===== config.mk =====
export PLATFORM = sky130hd
export DESIGN_NAME = framed_packet_receiver_checker_top
export DESIGN_NICKNAME = d
export VERILOG_FILES = /design/src/rtl/core/fprc_pkg.sv /design/src/rtl/core/fprc_fifo.sv /design/src/rtl/core/fprc_front.sv /design/src/rtl/core/fprc_back.sv /design/src/rtl/core/framed_packet_receiver_checker_top.sv
export VERILOG_INCLUDE_DIRS = /design/src /design/src/rtl/core
export SDC_FILE = /design/constraint.sdc
export NUM_CORES = 1
export LEC_CHECK = 0
export BUFFER_PORTS_ARGS = -buffer_cell sky130_fd_sc_hd__clkbuf_2
export CAP_MARGIN = 5
export CORE_ASPECT_RATIO = 0.8
export CORE_MARGIN = 2
export CORE_UTILIZATION = 45
export DETAILED_ROUTE_END_ITERATION = 10
export MAX_ROUTING_LAYER = met4
export SLEW_MARGIN = 20
export SYNTH_ARGS = -nofsm -noshare
export SYNTH_HDL_FRONTEND = slang
export SYNTH_SLANG_ARGS = --single-unit

===== constraint.sdc =====
create_clock -name clk -period 6.8 [get_ports clk]
set_input_delay 0.68 -clock clk [delete_from_list [all_inputs] [get_ports clk]]
set_output_delay 0.68 -clock clk [all_outputs]
set_load 0.1 [all_outputs]

===== src/rtl/core/framed_packet_receiver_checker_top_defines.svh =====
// ----------------------------------------------------------------------------
// Framed packet receiver checker assertion macros
// Shared assertion forms for the receiver checker, clocked on the rising edge
// and disabled while reset is asserted.
// ----------------------------------------------------------------------------
`ifndef FRAMED_PACKET_RECEIVER_CHECKER_TOP_DEFINES_SVH
`define FRAMED_PACKET_RECEIVER_CHECKER_TOP_DEFINES_SVH

// The consequent must hold in the same cycle as the antecedent.
`define FPRC_ASSERT_SAME(label, clk, rst_n, ante, cons, msg) \
  label: assert property (@(posedge clk) disable iff (!rst_n) (ante) |-> (cons)) \
    else $error(msg);

// The consequent must hold in the cycle after the antecedent.
`define FPRC_ASSERT_NEXT(label, clk, rst_n, ante, cons, msg) \
  label: assert property (@(posedge clk) disable iff (!rst_n) (ante) |=> (cons)) \
    else $error(msg);

`endif


===== src/rtl/core/fprc_pkg.sv =====
// ----------------------------------------------------------------------------
// Framed packet receiver checker package
// Byte role and verdict codes, register decode and the beat types passed
// between the front end, the back end and the queues.
// ----------------------------------------------------------------------------
`timescale 1ns / 1ps

package fprc_pkg;

  localparam logic [2:0] ROLE_SYNC1   = 3'd0;
  localparam logic [2:0] ROLE_SYNC2   = 3'd1;
  localparam logic [2:0] ROLE_DESC    = 3'd2;
  localparam logic [2:0] ROLE_LEN     = 3'd3;
  localparam logic [2:0] ROLE_PAYLOAD = 3'd4;
  localparam logic [2:0] ROLE_CK_MSB  = 3'd5;
  localparam logic [2:0] ROLE_CK_LSB  = 3'd6;

  localparam logic [1:0] VERDICT_OK       = 2'd0;
  localparam logic [1:0] VERDICT_HEADER   = 2'd1;
  localparam logic [1:0] VERDICT_CHECKSUM = 2'd2;
  localparam logic [1:0] VERDICT_FIELD    = 2'd3;

  localparam int unsigned ADDR_W = 3;
  localparam logic REG_HEADER_FIRST  = 1'b0;
  localparam logic REG_HEADER_SECOND = 1'b1;

  localparam logic [7:0] HEADER_FIRST_RESET  = 8'h75;
  localparam logic [7:0] HEADER_SECOND_RESET = 8'h65;

  typedef struct packed {
    logic [7:0] data;
    logic [2:0] role;
    logic       fstart;
    logic       hdr_err;
    logic       fld_err;
    logic [7:0] desc;
    logic [7:0] len;
  } fprc_beat_t;

  typedef struct packed {
    logic [7:0] data;
    logic [2:0] role;
    logic       fstart;
    logic       done;
    logic [1:0] verdict;
    logic [7:0] desc;
    logic [7:0] len;
  } fprc_result_t;

endpackage


===== src/rtl/core/fprc_fifo.sv =====
// ----------------------------------------------------------------------------
// Framed packet receiver checker two-entry queue
// Small first-in first-out buffer that decouples a producer and a consumer
// and sustains one beat per cycle in both directions while it is not full.
// ----------------------------------------------------------------------------
`timescale 1ns / 1ps

module fprc_fifo #(
  parameter int WIDTH = 8
) (
  input  logic             clk,
  input  logic             rst_n,
  input  logic             wr_en,
  input  logic [WIDTH-1:0] wr_data,
  output logic             full,
  input  logic             rd_en,
  output logic [WIDTH-1:0] rd_data,
  output logic             empty
);

  logic [WIDTH-1:0] mem [2];
  logic             wr_ptr_r;
  logic             rd_ptr_r;
  logic [1:0]       count_r;
  logic             wr_ok;
  logic             rd_ok;

  assign full    = (count_r == 2'd2);
  assign empty   = (count_r == 2'd0);
  assign wr_ok   = wr_en && !full;
  assign rd_ok   = rd_en && !empty;
  assign rd_data = mem[rd_ptr_r];

  always_ff @(posedge clk) begin
    if (wr_ok) begin
      mem[wr_ptr_r] <= wr_data;
    end
  end

  always_ff @(posedge clk) begin
    if (!rst_n) begin
      wr_ptr_r <= 1'b0;
      rd_ptr_r <= 1'b0;
      count_r  <= 2'd0;
    end else begin
      if (wr_ok) begin
        wr_ptr_r <= ~wr_ptr_r;
      end
      if (rd_ok) begin
        rd_ptr_r <= ~rd_ptr_r;
      end
      if (wr_ok && !rd_ok) begin
        count_r <= count_r + 2'd1;
      end else if (rd_ok && !wr_ok) begin
        count_r <= count_r - 2'd1;
      end
    end
  end

endmodule


===== src/rtl/core/fprc_front.sv =====
// ----------------------------------------------------------------------------
// Framed packet receiver checker front end
// Tracks packet framing, classifies every received byte by its role, marks
// field starts and collects header and field errors.
// ----------------------------------------------------------------------------
`timescale 1ns / 1ps

module fprc_front
  import fprc_pkg::*;
(
  input  logic       clk,
  input  logic       rst_n,
  input  logic       accept,
  input  logic [7:0] rx_byte,
  input  logic [7:0] header_first,
  input  logic [7:0] header_second,
  output fprc_beat_t beat
);

  logic [2:0] phase_r;
  logic [2:0] phase_nxt;
  logic [7:0] payload_left_r;
  logic [7:0] payload_left_nxt;
  logic [7:0] field_left_r;
  logic [7:0] field_left_nxt;
  logic       hdr_err_r;
  logic       hdr_err_nxt;
  logic       fld_err_r;
  logic       fld_err_nxt;
  logic [7:0] desc_r;
  logic [7:0] desc_nxt;
  logic [7:0] len_r;
  logic [7:0] len_nxt;
  logic [2:0] role;
  logic       fstart;

  assign role = (phase_r > ROLE_CK_LSB) ? ROLE_SYNC1 : phase_r;

  always_comb begin
    phase_nxt        = phase_r;
    payload_left_nxt = payload_left_r;
    field_left_nxt   = field_left_r;
    hdr_err_nxt      = hdr_err_r;
    fld_err_nxt      = fld_err_r;
    desc_nxt         = desc_r;
    len_nxt          = len_r;
    fstart           = 1'b0;
    case (role)
      ROLE_SYNC1: begin
        fld_err_nxt = 1'b0;
        desc_nxt    = 8'd0;
        len_nxt     = 8'd0;
        hdr_err_nxt = (rx_byte != header_first);
        phase_nxt   = ROLE_SYNC2;
      end
      ROLE_SYNC2: begin
        if (rx_byte != header_second) begin
          hdr_err_nxt = 1'b1;
        end
        phase_nxt = ROLE_DESC;
      end
      ROLE_DESC: begin
        desc_nxt  = rx_byte;
        phase_nxt = ROLE_LEN;
      end
      ROLE_LEN: begin
        len_nxt          = rx_byte;
        payload_left_nxt = rx_byte;
        field_left_nxt   = 8'd0;
        phase_nxt        = (rx_byte == 8'd0) ? ROLE_CK_MSB : ROLE_PAYLOAD;
      end
      ROLE_PAYLOAD: begin
        if (field_left_r == 8'd0) begin
          fstart = 1'b1;
          if (rx_byte == 8'd0 || rx_byte > payload_left_r) begin
            fld_err_nxt = 1'b1;
          end
          field_left_nxt = (rx_byte == 8'd0) ? 8'd0 : rx_byte - 8'd1;
        end else begin
          field_left_nxt = field_left_r - 8'd1;
        end
        if (payload_left_r != 8'd0) begin
          payload_left_nxt = payload_left_r - 8'd1;
        end
        if (payload_left_nxt == 8'd0) begin
          phase_nxt = ROLE_CK_MSB;
        end
      end
      ROLE_CK_MSB: begin
        phase_nxt = ROLE_CK_LSB;
      end
      default: begin
        phase_nxt = ROLE_SYNC1;
      end
    endcase
  end

  always_comb begin
    beat.data    = rx_byte;
    beat.role    = role;
    beat.fstart  = fstart;
    beat.hdr_err = hdr_err_nxt;
    beat.fld_err = fld_err_nxt;
    beat.desc    = desc_nxt;
    beat.len     = len_nxt;
  end

  always_ff @(posedge clk) begin
    if (!rst_n) begin
      phase_r        <= ROLE_SYNC1;
      payload_left_r <= 8'd0;
      field_left_r   <= 8'd0;
      hdr_err_r      <= 1'b0;
      fld_err_r      <= 1'b0;
      desc_r         <= 8'd0;
      len_r          <= 8'd0;
    end else if (accept) begin
      phase_r        <= phase_nxt;
      payload_left_r <= payload_left_nxt;
      field_left_r   <= field_left_nxt;
      hdr_err_r      <= hdr_err_nxt;
      fld_err_r      <= fld_err_nxt;
      desc_r         <= desc_nxt;
      len_r          <= len_nxt;
    end
  end

endmodule


===== src/rtl/core/fprc_back.sv =====
// ----------------------------------------------------------------------------
// Framed packet receiver checker back end
// Keeps the two running checksum sums, captures the checksum high byte and
// builds the result beat with the packet verdict on the last byte.
// ----------------------------------------------------------------------------
`timescale 1ns / 1ps

module fprc_back
  import fprc_pkg::*;
(
  input  logic         clk,
  input  logic         rst_n,
  input  logic         beat_valid,
  input  fprc_beat_t   beat,
  output logic         beat_pop,
  input  logic         res_full,
  output logic         res_push,
  output fprc_result_t res
);

  logic [7:0] sum_first_r;
  logic [7:0] sum_first_nxt;
  logic [7:0] sum_second_r;
  logic [7:0] sum_second_nxt;
  logic [7:0] ck_msb_r;
  logic [7:0] ck_msb_nxt;
  logic       step;
  logic       done;
  logic [1:0] verdict;

  assign step     = beat_valid && !res_full;
  assign beat_pop = step;
  assign res_push = step;

  always_comb begin
    sum_first_nxt  = sum_first_r;
    sum_second_nxt = sum_second_r;
    ck_msb_nxt     = ck_msb_r;
    done           = 1'b0;
    verdict        = VERDICT_OK;
    if (beat.role == ROLE_SYNC1) begin
      sum_first_nxt  = beat.data;
      sum_second_nxt = beat.data;
    end else if (beat.role inside {ROLE_SYNC2, ROLE_DESC, ROLE_LEN, ROLE_PAYLOAD}) begin
      sum_first_nxt  = sum_first_r + beat.data;
      sum_second_nxt = sum_second_r + sum_first_nxt;
    end else if (beat.role == ROLE_CK_MSB) begin
      ck_msb_nxt = beat.data;
    end else begin
      done = 1'b1;
      if (beat.hdr_err) begin
        verdict = VERDICT_HEADER;
      end else if (ck_msb_r != sum_first_r || beat.data != sum_second_r) begin
        verdict = VERDICT_CHECKSUM;
      end else if (beat.fld_err) begin
        verdict = VERDICT_FIELD;
      end
    end
  end

  always_comb begin
    res.data    = beat.data;
    res.role    = beat.role;
    res.fstart  = beat.fstart;
    res.done    = done;
    res.verdict = verdict;
    res.desc    = beat.desc;
    res.len     = beat.len;
  end

  always_ff @(posedge clk) begin
    if (!rst_n) begin
      sum_first_r  <= 8'd0;
      sum_second_r <= 8'd0;
      ck_msb_r     <= 8'd0;
    end else if (step) begin
      sum_first_r  <= sum_first_nxt;
      sum_second_r <= sum_second_nxt;
      ck_msb_r     <= ck_msb_nxt;
    end
  end

endmodule


===== src/rtl/core/framed_packet_receiver_checker_top.sv =====
// ----------------------------------------------------------------------------
// Framed packet receiver checker top level
// Receives back-to-back framed packets one byte per beat, echoes every byte
// with its role and reports a checksum and framing verdict per packet.
// ----------------------------------------------------------------------------
// Usage:
// The input side is a queue write port: a byte is taken on a rising edge
// with push high and full low. The result side is a queue read port: while
// empty is low the oldest result beat is on the out_ ports, and it leaves on
// a rising edge with pop high. Every input byte yields exactly one result.
// The front end classifies a byte in the cycle it is taken and stores it in a
// two-entry queue; the back end adds it to the sums and writes the result
// queue. Each part handles one beat per cycle, so one byte per cycle is
// sustained while the reader keeps up. When the reader stalls, the result
// queue fills, then the middle queue, and full rises; nothing is lost. The
// APB port sets the expected sync bytes and must be written only while the
// block is idle; the block itself does not enforce this. Synchronous reset
// empties both queues, restores the sync bytes to 0x75 and 0x65 and makes
// the next byte the first sync byte of a packet.
// ----------------------------------------------------------------------------
`timescale 1ns / 1ps
`include "framed_packet_receiver_checker_top_defines.svh"

module framed_packet_receiver_checker_top
  import fprc_pkg::*;
(
  input  logic              clk,
  input  logic              rst_n,
  input  logic              push,
  output logic              full,
  input  logic [7:0]        in_rx_byte,
  input  logic              pop,
  output logic              empty,
  output logic [7:0]        out_data_byte,
  output logic [2:0]        out_byte_role,
  output logic              out_field_start,
  output logic              out_packet_done,
  output logic [1:0]        out_verdict,
  output logic [7:0]        out_descriptor,
  output logic [7:0]        out_payload_size,
  input  logic              psel,
  input  logic              penable,
  input  logic              pwrite,
  input  logic [ADDR_W-1:0] paddr,
  input  logic [31:0]       pwdata,
  output logic [31:0]       prdata,
  output logic              pready
);

  logic [7:0]   header_first_r;
  logic [7:0]   header_second_r;
  logic         cfg_write;
  logic         in_accept;
  fprc_beat_t   front_beat;
  fprc_beat_t   mid_beat;
  logic         mid_full;
  logic         mid_empty;
  logic         mid_pop;
  fprc_result_t back_res;
  fprc_result_t out_res;
  logic         res_full;
  logic         res_push;

  assign pready    = 1'b1;
  assign cfg_write = psel && penable && pwrite && pready;
  assign prdata    = (paddr[2] == REG_HEADER_SECOND) ? {24'd0, header_second_r}
                                                     : {24'd0, header_first_r};

  always_ff @(posedge clk) begin
    if (!rst_n) begin
      header_first_r  <= HEADER_FIRST_RESET;
      header_second_r <= HEADER_SECOND_RESET;
    end else if (cfg_write) begin
      if (paddr[2] == REG_HEADER_FIRST) begin
        header_first_r <= pwdata[7:0];
      end else begin
        header_second_r <= pwdata[7:0];
      end
    end
  end

  assign full      = mid_full;
  assign in_accept = push && !mid_full;

  fprc_front u_front (
    .clk           (clk),
    .rst_n         (rst_n),
    .accept        (in_accept),
    .rx_byte       (in_rx_byte),
    .header_first  (header_first_r),
    .header_second (header_second_r),
    .beat          (front_beat)
  );

  fprc_fifo #(
    .WIDTH ($bits(fprc_beat_t))
  ) u_mid_fifo (
    .clk     (clk),
    .rst_n   (rst_n),
    .wr_en   (in_accept),
    .wr_data (front_beat),
    .full    (mid_full),
    .rd_en   (mid_pop),
    .rd_data (mid_beat),
    .empty   (mid_empty)
  );

  fprc_back u_back (
    .clk        (clk),
    .rst_n      (rst_n),
    .beat_valid (!mid_empty),
    .beat       (mid_beat),
    .beat_pop   (mid_pop),
    .res_full   (res_full),
    .res_push   (res_push),
    .res        (back_res)
  );

  fprc_fifo #(
    .WIDTH ($bits(fprc_result_t))
  ) u_res_fifo (
    .clk     (clk),
    .rst_n   (rst_n),
    .wr_en   (res_push),
    .wr_data (back_res),
    .full    (res_full),
    .rd_en   (pop),
    .rd_data (out_res),
    .empty   (empty)
  );

  assign out_data_byte    = out_res.data;
  assign out_byte_role    = out_res.role;
  assign out_field_start  = out_res.fstart;
  assign out_packet_done  = out_res.done;
  assign out_verdict      = out_res.verdict;
  assign out_descriptor   = out_res.desc;
  assign out_payload_size = out_res.len;

  `FPRC_ASSERT_SAME(a_verdict_only_when_done, clk, rst_n,
    !empty && !out_packet_done, out_verdict == VERDICT_OK,
    "verdict set on a beat that does not end a packet")

  `FPRC_ASSERT_SAME(a_done_on_checksum_lsb, clk, rst_n,
    !empty && out_packet_done, out_byte_role == ROLE_CK_LSB,
    "packet done on a beat that is not the checksum low byte")

  `FPRC_ASSERT_SAME(a_field_start_in_payload, clk, rst_n,
    !empty && out_field_start, out_byte_role == ROLE_PAYLOAD,
    "field start marked outside the payload")

  `FPRC_ASSERT_SAME(a_sync_clears_holds, clk, rst_n,
    !empty && out_byte_role == ROLE_SYNC1,
    out_descriptor == 8'd0 && out_payload_size == 8'd0,
    "descriptor or length not cleared on the first sync byte")

endmodule

# ---- Word-level counts from Yosys, hierarchy flattened
# Memory sizes are Yosys's and may differ from the RTL's. A register that Yosys moved wholly into a read port is not among the register bits.
# Index checks and enable logic that the tools add are counted.
# Widths: inputs -> output; s select.
dict set report word_totals {
  reg_bits 85
  ramBits 122
  in_bits 50
  output_inout_bits 66
  elab_cells 141
  n_memories 2
}
# name depth word_bits rd rd_ports_with_merged_regs write_ports line_no
set mem_list {}
lappend mem_list {u_res_fifo.mem 2 31 1 1 1 fprc_fifo.sv:21} ;# logic [WIDTH-1:0] mem [2];
lappend mem_list {u_mid_fifo.mem 2 30 1 1 1 fprc_fifo.sv:21}
dict set report op_classes {
  addsub 9
  n_lt_le_gt_ge 2
  eq_ne 17
  n_mux 45
  bitwise 7
  n_reduce_logical 41
}
# cell count
set op_table {}
lappend op_table {{$mux 8} 9}
lappend op_table {{$pmux 8 s2} 4}
lappend op_table {{$ne 8x8->1} 4}
lappend op_table {{$logic_not 8->1} 3}
lappend op_table {{$sub 8x1->8 const B} 3}
lappend op_table {{$mux 2} 10}
lappend op_table {{$pmux 3 s6} 1}
lappend op_table {{$mux 1} 17}
lappend op_table {{$add 8x8->8} 2}
lappend op_table {{$eq 3x2->1 const B} 4}
lappend op_table {{$eq 3x3->1 const B} 4}
lappend op_table {{$logic_and 1x1->1} 12}
lappend op_table {{$reduce_and 2->1} 5}
lappend op_table {{$gt 8x8->1} 1}
lappend op_table {{$logic_not 1->1} 8}
lappend op_table {{$reduce_bool 2->1} 4}
lappend op_table {{$reduce_bool 8->1} 1}
lappend op_table {{$not 1->1} 7}
lappend op_table {{$eq 3x1->1 const B} 2}
lappend op_table {{$logic_not 3->1} 2}
lappend op_table {{$mux 3} 2}
lappend op_table {{$add 2x1->2 const B} 2}
lappend op_table {{$eq 2x2->1 const B} 2}
lappend op_table {{$logic_not 2->1} 2}
lappend op_table {{other kinds (7)} 10}

# ---- Depth between registers and ports, before layout
# Gate-level depths: netlist (run 1).
dict set report depth {
  ltp_word 8
  ltp_mapped 15
  ltp_nobuf 13
}

# ---- Modules after synthesis
# A second synthesis (run 1) with hierarchy kept.
dict set report unflattened {
  hier_cells 1016
  hier_area_um2 11033.1
}
# module instances cells_each area_each_um2 seq_area_each_um2
set by_module_without_submodules {}
lappend by_module_without_submodules {fprc_front 1 430 3168.0 740.7}
lappend by_module_without_submodules {{fprc_fifo (u_res_fifo)} 1 121 2459.9 1961.9}
lappend by_module_without_submodules {{fprc_fifo (u_mid_fifo)} 1 118 2388.5 1901.8}
lappend by_module_without_submodules {fprc_back 1 244 2016.9 480.5}
lappend by_module_without_submodules {framed_packet_receiver_checker_top 1 103 999.7 320.3}

# ---- Worst setup path before layout (run 1)
# OpenSTA, ideal clock, no wires.
dict set report synth_timing {
  path_type {register to register}
  startpoint {register with a tool-made name}
  endpoint {register u_back.sum_second_r[7]}
  arrival_ns 3.428
  slack_ns 3.310
  stages_incl_launch_ff 16
  path_buffers 2
  period_less_slack_ns 3.490
  cell_sequence {dfxtp_1 -> buf_2 -> buf_2 -> mux2_2 -> ha_1 -> fa_1 -> a21o_1 -> a21oi_1 -> xnor2_1 -> ha_1 -> nand3_1 -> o2111ai_1 -> a21o_1 -> a21oi_1 -> or3_1 -> nand3_1}
}
# item line_no
set synth_rtl {}
lappend synth_rtl {{end signal, assigned} fprc_back.sv:78} ;# sum_second_r <= sum_second_nxt;
lappend synth_rtl {{end, declared} fprc_back.sv:23} ;# logic [7:0] sum_second_r;

==> impl_metrics.ini, run 1 <==
[run_status]
status = complete, no violations

[sta]
hold_violations = 0
fin_crit_sh_pct = 58.1
slew_violations = 0
worst_hold_slack_ns = 0.382
slew_headroom_pct = 39.3
finClkSkew_ns = 0.0178
period_needed_ns = 3.95
setup-tns-final_ns = 0
rsz0062_at_grt = no
worst_pin_slew_ns = 0.910
finalSetupViolations = 0
timing.fmax_mhz = 253

[critical_path]
r2r_cells = 14
required_ns = 7.26
rrSetupSlack_ns = 2.85
end_kind = flop
r2r_end = u_back.sum_second_r[7]
crit_type = reg -> reg
critical_path_arrival_ns = 4.41
start_kind = flop
critPathMaxFanout = 34

[logic_synthesis]
synthesis.area_mm2 = 0.0104
synth.largest_area_cell = edfxtp_1
yosys_warnings = 0
synth_top_area_share_pct = 35.3
synth_cell_types = 69
yosys-top-cells-count = edfxtp_1, nand2_1, dfxtp_1
synth_cells = 961
ys_async_sr_fraction_pct = 0
syn_area_per_cell_um2 = 10.8
synth_area_leaders = edfxtp_1, dfxtp_1, mux2_2
ys_seq_area_share_pct = 52.1
synth-edff-count = 122
synth.most_common_cell = edfxtp_1
ys_ff_latch = 209
ys_dominant_reg_cell = edfxtp_1

[clock_tree]
cts-root-buf = clkbuf_16
clkTransAtPathRegs_ns = 0.06
clk_latency_ns = 0.53
postCtsSetupRepairBufs = 0
cts_hold_buf = 0
clockBufferDepth = 3
cts_sinks = 209
ctsResizeCount = 0
htreeDepth = 1
cts_tree = built
cts_buffers = 23

[flow_run]
maxCapViolCount = 0

[die]
io_pins = 116
die-height_um = 140
start_util_pct = 46.0
core_area_mm2 = 0.0226
rows = 49
die_area_mm2 = 0.0243
die_x_um = 174

[pwr]
leakage_nw = 4.53
total_power_mw = 5.93
pwr_density_cell_mw_per_mm2 = 508
ir_drop_v = 0.000201

[route]
drc_errors = 0
vias = 7045
routed_wl_um = 22400
postRouteAntennaNets = 0
routedWlPerCell_um = 16.7
first_pass_iters = 5
drt-initial-drc-count = 470
via_per_inst = 5.27

[min_path]
min_path_cells = 3
holdCritStartpoint = pwdata[2]
hold_path.class = in -> reg
hold-path-endpoint = header_first_r[2]

[global_routing]
grt_pass1_vias = 6557
antenna_found_initial = 0
grt_max_degree = 75
overflow = 0
grt_pass1_wl_um = 36200
gr-usage-all-layers_pct = 19.2

[cells_and_area]
drive_gt1_share_pct = 19.5
insertedDiodeCount = 0
fillers = 2062
stdcell_count = 1336
nets = 1097
synthToLayoutAreaGrowth_pct = 12.5

[place]
place.gp.congestion = 0.848
post-place-cells = 1294
numPortBuffers = 64
dp_hpwl_um = 14500
## cells by family (layout without fill, tap and decap cells)
kind of cell	after synthesis	in the layout	synth area share, %
DFF	209	209	52.1
xor gates and xnor gates	58	58	4.90
and+or+nand+nor	305	305	14.7
other	2	25	0.0724
adders and majority gates	34	34	4.25
muxes	80	80	8.53
AOI/OAI and AO/OA	174	174	10.9
buffers and inverters	99	145	4.59
## routing by layer
metal,up-vias,share of wire [%],GRT usage [%]
li1,3500,-,-
met2,174,42,27.8
met1,3341,51,28.6
met3,30,4.9,2.79
met4,0,1.6,3.63
met5,-,0,-
## report_power, final
group          total [mW]  internal (mW)  leakage (nW)  switching, mW
Clock                1.26          0.747         0.380          0.513
Sequential           1.88           1.74          1.86          0.146
Combinational        2.79          0.787          2.29           2.00
## worst max-delay path: stages, from the launching register on
cell	delay [ns]
dfxtp_1	0.30
buf_4	0.40
mux2_2	0.47
ha_1	0.27
fa_1	0.44
a21o_1	0.18
a21oi_1	0.24
xnor2_1	0.13
ha_1	0.38
nand3_1	0.10
o2111ai_1	0.29
a21o_1	0.18
a21oi_1	0.08
or3_1	0.35
nand3_1	0.08
## through the flow
stage	worst slack, ns	util [%]	cell area, um2
3_5_place_dp	2.93	48.2	10900
4_1_cts	2.89	51.7	11700
5_1_grt	2.50	51.7	11700
2_1_floorplan	3.31	-	10500
6_report	2.85	51.7	11700
3_3_place_gp	2.94	48.2	10900
## cell usage in the layout, fill, tap and decap left out, types with 28 or more instances in the layout
master,instances
a21oi_1,47
mux2_2,67
clkbuf_2,64
nor2_1,74
ha_1,32
o21ai_0,41
xor2_1,32
inv_1,28
edfxtp_1,122
dfxtp_1,87
nand2_1,95
## registers in the layout, indices dropped and copies added, names as in the netlist, named ones only
name / flops
u_front.phase_r: 3
u_res_fifo.mem: 62
header_second_r: 8
header_first_r: 8
u_front.fld_err_r: 1
u_mid_fifo.mem: 60
u_mid_fifo.wr_ptr_r: 1
u_res_fifo.rd_ptr_r: 1
u_res_fifo.wr_ptr_r: 1
u_front.len_r: 8
u_back.sum_first_r: 8
u_front.payload_left_r: 8
u_back.ck_msb_r: 8
u_back.sum_second_r: 8
u_front.desc_r: 8
u_front.field_left_r: 8
u_mid_fifo.count_r: 2
u_mid_fifo.rd_ptr_r: 1
u_res_fifo.count_r: 2
u_front.hdr_err_r: 1
## worst max path at each step
| stage | cells past startpoint | endpoint | slack, ns |
|---|---|---|---|
| finish | 14 | u_back.sum_second_r[7] | 2.85 |
| global route | 14 | u_back.sum_second_r[7] | 2.50 |
| CTS | 14 | u_back.sum_second_r[7] | 2.89 |
| detailed placement | 14 | u_back.sum_second_r[7] | 2.93 |
| global placement | 14 | u_back.sum_second_r[7] | 2.94 |
| floorplan | 15 | u_back.sum_second_r[7] | 3.31 |
## cell type report
cell class / count / area [um2] / share of cell area (%)
multi-input cells: 676 / 4580 / 39.3
repair buffers: 75 / 403 / 3.45
flip-flops and latches: 209 / 5410 / 46.3
clock buffers: 31 / 677 / 5.80
clock inverters: 11 / 114 / 0.976
inverters: 28 / 105 / 0.901
well taps: 306 / 383 / 3.28
(Power assumes the default switching activity.)
==> run 2, diff against run 1 <==
==> constraint.sdc (replaced) <==
create_clock -name clk -period 4.1 [get_ports clk]
set_input_delay 0.41 -clock clk [delete_from_list [all_inputs] [get_ports clk]]
set_output_delay 0.41 -clock clk [all_outputs]
set_load 0.1 [all_outputs]
==> run 2 against run 1 <==
Compared with the run above:
- first-iteration DRC count rose by 13%
- register-to-register slack worse by 2.3 ns
- power rose by 65%
- non-clock buffer count is 3 higher
- maximum frequency grew 11%
- sequential cell count unchanged
- global-route usage up 0.15 points
- sequential share of layout area increased by 0.11 points
- critical path depth shrank 1
- cell count is essentially flat
==> impl_metrics.ini, run 2 (same netlist as run 1, synthesis figures left out) <==
[cells_and_area]
final_common_cell = edfxtp_1
drive_gt1_share_pct = 19.2
top_register = u_res_fifo.mem
layout_common_cells = edfxtp_1, nand2_1, dfxtp_1
synthToLayoutAreaGrowth_pct = 12.2
insertedDiodeCount = 0
nets = 1099
largest_reg_flops = 62
reg_top3 = u_res_fifo.mem x62, u_mid_fifo.mem x60

[clock_tree]
cts_hold_buf = 0
cts_buffers = 22
htreeDepth = 1
cts-root-buf = clkbuf_16
clockBufferDepth = 3
postCtsSetupRepairBufs = 0
ctsResizeCount = 0
clkTransAtPathRegs_ns = 0.07
cts_sinks = 209
clk_latency_ns = 0.52
cts_tree = built

[pwr]
pwr_density_cell_mw_per_mm2 = 841
p_sw_mw = 4.37
pwr-share-seq_pct = 32.0
p_clk_share_pct = 20.5
ir_drop_v = 0.000326
comb_power_share_pct = 47.4
leakage_nw = 4.53
p_int_mw = 5.42
p_sw_share_pct = 44.6

[sta]
slew_violations = 0
worst_pin_slew_ns = 0.946
slew_headroom_pct = 36.9
fin_crit_sh_pct = 86.7
timing.fmax_mhz = 281
hold_violations = 0
worst_slack_ns = 0.544
rsz0062_at_grt = no
setup-tns-final_ns = 0
period_needed_ns = 3.56
finClkSkew_ns = 0.0200
finalSetupViolations = 0

[place]
numPortBuffers = 64
dp_hpwl_um = 14900
post-place-ws_ns = 0.605
place.gp.congestion = 0.853

[die]
core_area_mm2 = 0.0226
die-height_um = 140
die_x_um = 174
die_area_mm2 = 0.0243
io_pins = 116
rows = 49
start_util_pct = 46.0

[route]
drt-initial-drc-count = 533
postRouteAntennaNets = 0
via_per_inst = 5.31
routed_wl_um = 22600
routedWlPerCell_um = 16.9
first_pass_iters = 5
drc_errors = 0
vias = 7095

[min_path]
holdCritStartpoint = pwdata[6]
hold_path.class = in -> reg
min_path_cells = 3
hold-path-endpoint = header_first_r[6]

[critical_path]
start_kind = flop
cp_slowest_stage_delay_ns = 0.46
crit_type = reg -> reg
cp_top_family = compound AO/OA/AOI/OAI gates
required_ns = 4.56
rrSetupSlack_ns = 0.54
critical_path.cell_chain = buf_4, buf_4, mux2_2, ha_1, a21oi_1, xnor2_1, ha_1, nand3_1, o2111ai_1, a21o_1, a21oi_1, or3_1, nand3_1
crit_buf_inv = 2
critPathMaxFanout = 29
crit_slowest_cell = mux2_2
r2r_end = u_back.sum_second_r[7]
r2r_cells = 13
critical_path_arrival_ns = 4.02
end_kind = flop

[global_routing]
gr-usage-all-layers_pct = 19.3
grt_max_degree = 45
grt_pass1_wl_um = 36400
overflow = 0
antenna_found_initial = 0
grt_pass1_vias = 6680

[run_status]
status = complete, no violations

[flow_run]
maxCapViolCount = 0
==> run 2: power groups by stage <==
| stage | Combinational, mW | Clock (mW) | Sequential (mW) |
|---|---|---|---|
| 2_1_floorplan | 3.89 | 0 | 3.09 |
| 3_3_place_gp | 4.62 | 0 | 3.16 |
| 3_5_place_dp | 4.63 | 0 | 3.17 |
| 4_1_cts | 4.66 | 2.06 | 3.13 |
| 5_1_grt | 5.03 | 2.13 | 3.20 |
| 6_report | 4.64 | 2.01 | 3.14 |
==> run 2: metal layers <==
layer	GRT usage (%)	up-vias	routed length [um]
li1	-	3507	-
met1	28.7	3361	11400
met2	27.7	190	9410
met3	3.17	37	1270
met4	4.25	0	478
met5	-	-	0
==> run 2: how the worst max path moves through the flow <==
stage / from / slack [ns] / cells past startpoint / end
global route: flop / 0.32 / 13 / u_back.sum_second_r[7]
global placement: flop / 0.63 / 13 / u_back.sum_second_r[7]
finish: flop / 0.54 / 13 / u_back.sum_second_r[7]
detailed placement: flop / 0.61 / 13 / u_back.sum_second_r[7]
floorplan: flop / 0.61 / 15 / u_back.sum_second_r[7]
CTS: flop / 0.56 / 13 / u_back.sum_second_r[7]
==> run 2: worst reg2reg max path: stages (launching register included) <==
cell and delay, ns:
dfxtp_1 0.34, buf_4 0.18, buf_4 0.38, mux2_2 0.46
ha_1 0.36, a21oi_1 0.22, xnor2_1 0.13, ha_1 0.38
nand3_1 0.09, o2111ai_1 0.28, a21o_1 0.18, a21oi_1 0.09
or3_1 0.35, nand3_1 0.08
==> run 2: final cells by class <==
| class | count | area (um2) |
|---|---|---|
| Timing Repair Buffer | 78 | 425 |
| Inverter | 28 | 105 |
| Clock buffer | 29 | 597 |
| Fill cell | 2045 | 10900 |
| Sequential cell | 209 | 5410 |
| Tap cell | 306 | 383 |
| Multi-Input combinational cell | 676 | 4580 |
| Clock inverter | 11 | 143 |
==> run 2: per-stage QoR <==
step	total power [mW]	cell area [um2]	utilization (%)	hold WS (ns)	instances
floorplan	6.98	10500	-	0.458	984
global placement	7.78	10900	48.3	0.472	1297
detailed placement	7.81	10900	48.3	0.475	1297
CTS	9.85	11600	51.6	0.125	1337
global route	10.4	11600	51.6	0.143	1337
finish	9.79	11600	51.6	0.138	1337
==> run 3, diff against run 2 <==
==> constraint.sdc (replaced) <==
create_clock -name clk -period 4 [get_ports clk]
set_input_delay 0.4 -clock clk [delete_from_list [all_inputs] [get_ports clk]]
set_output_delay 0.4 -clock clk [all_outputs]
set_load 0.1 [all_outputs]
==> run 3 against run 2 <==
Compared with the run above:
- register-to-register slack lost 0.12 ns
- cell count is the same
- critical path type unchanged
- critical endpoint unchanged
- sequential power grew 3%
- routed wire length grew 3.2%
- maximum frequency shrank 0.66%
- combinational power grew 3%
- critical path depth is the same
- clock power is essentially flat
- worst setup slack lost 0.12 ns
- first-iteration DRC count grew 1.9%
- largest power group unchanged
==> impl_metrics.ini, run 3 (same netlist as run 1, synthesis figures left out) <==
[clock_tree]
cts_sinks = 209
htreeDepth = 1
clockBufferDepth = 3
cts-root-buf = clkbuf_16
cts_buffers = 23
clk_latency_ns = 0.52
cts_tree = built
postCtsSetupRepairBufs = 0
clkTransAtPathRegs_ns = 0.06
ctsResizeCount = 0
cts_hold_buf = 0

[pwr]
total_power_mw = 10.0
ir_drop_v = 0.000368
pwr_density_cell_mw_per_mm2 = 862
leakage_nw = 4.52

[global_routing]
grt_pass1_wl_um = 37100
gr-usage-all-layers_pct = 19.7
overflow = 0
grt_max_degree = 43
antenna_found_initial = 0
grt_pass1_vias = 6785

[min_path]
min_path_cells = 3
hold_path.class = in -> reg
holdCritStartpoint = pwdata[6]
hold-path-endpoint = header_second_r[6]

[cells_and_area]
reg_top3 = u_res_fifo.mem x62, u_mid_fifo.mem x60
drive_gt1_share_pct = 19.3
insertedDiodeCount = 0
nets = 1100
fillers = 2106
synthToLayoutAreaGrowth_pct = 12.1
regArea_mm2 = 0.00541
top_register = u_res_fifo.mem
largest_reg_flops = 62
final_common_cell = edfxtp_1
utilization_pct = 51.5
layout_common_cells = edfxtp_1, nand2_1, dfxtp_1
multiInputGateArea_mm2 = 0.00458

[route]
routedWlPerCell_um = 17.4
routed.top_layer = met4
first_pass_iters = 5
wl_met3_um = 1300
drt-initial-drc-count = 543
drc_errors = 0
vias = 7221
dr_wl_met2_um = 9910
postRouteAntennaNets = 0
routed_wl_um = 23300
via_per_inst = 5.40
wl_met1_um = 11700

[critical_path]
critPathMaxFanout = 28
r2r_cells = 13
required_ns = 4.47
start_kind = flop
crit_type = reg -> reg
rrSetupSlack_ns = 0.42
r2r_end = u_back.sum_second_r[7]
critical_path_arrival_ns = 4.05
end_kind = flop

[sta]
setup-tns-final_ns = 0
period_needed_ns = 3.58
rsz0062_at_grt = no
slew_headroom_pct = 36.9
slew_violations = 0
finalSetupViolations = 0
worst_pin_slew_ns = 0.945
hold_violations = 0
timing.fmax_mhz = 279
fin_crit_sh_pct = 89.5
finClkSkew_ns = 0.0148
worst_slack_ns = 0.420

[run_status]
status = complete, no violations

[die]
io_pins = 116
die-height_um = 140
rows = 49
core_area_mm2 = 0.0226
start_util_pct = 46.0
die_x_um = 174
die_area_mm2 = 0.0243

[place]
numPortBuffers = 64
place.gp.congestion = 0.845
post-place-ws_ns = 0.463
dp_hpwl_um = 15200

[flow_run]
maxCapViolCount = 0
-- run 3: how the worst max path moves through the flow --
stage | end | slack (ns) | cells past startpoint
global route | u_back.sum_second_r[7] | 0.24 | 13
CTS | u_back.sum_second_r[7] | 0.43 | 13
finish | u_back.sum_second_r[7] | 0.42 | 13
detailed placement | u_back.sum_second_r[7] | 0.46 | 13
floorplan | u_back.sum_second_r[7] | 0.51 | 15
global placement | u_back.sum_second_r[7] | 0.50 | 13
-- run 3: layout make-up --
type	instances	area share (%)
timing repair buffer	78	3.66
clock inverter	13	0.969
sequential	209	46.5
tap	306	3.29
inverter	28	0.904
clock buffer	27	5.25
multi-input combinational	676	39.4
-- run 3: worst max-delay path, cell delays in order, from the launching register on --
cell and delay (ns):
dfxtp_1 0.33, buf_4 0.18, buf_4 0.35, mux2_2 0.46, ha_1 0.36, a21oi_1 0.26
xnor2_1 0.14, ha_1 0.38, nand3_1 0.09, o2111ai_1 0.27, a21o_1 0.18, a21oi_1 0.09
or3_1 0.35, nand3_1 0.08
-- run 3: metrics by stage --
step | std cells | hold WS [ns] | cell area, um2
2_1_floorplan | 984 | 0.458 | 10500
3_3_place_gp | 1297 | 0.469 | 10900
3_5_place_dp | 1297 | 0.473 | 10900
4_1_cts | 1337 | 0.0985 | 11600
5_1_grt | 1337 | 0.111 | 11600
6_report | 1337 | 0.114 | 11600
-- run 3: metal layers --
layer	vias up	GRT usage (%)
met2	208	28.8
li1	3507	-
met3	36	3.31
met5	-	-
met1	3470	29.1
met4	0	3.67
-- run 3: power breakdown --
part           switching [mW]  leakage, nW  internal (mW)
sequential              0.260         1.86           2.96
combinational            3.43         2.31           1.34
clock                   0.869        0.349           1.16
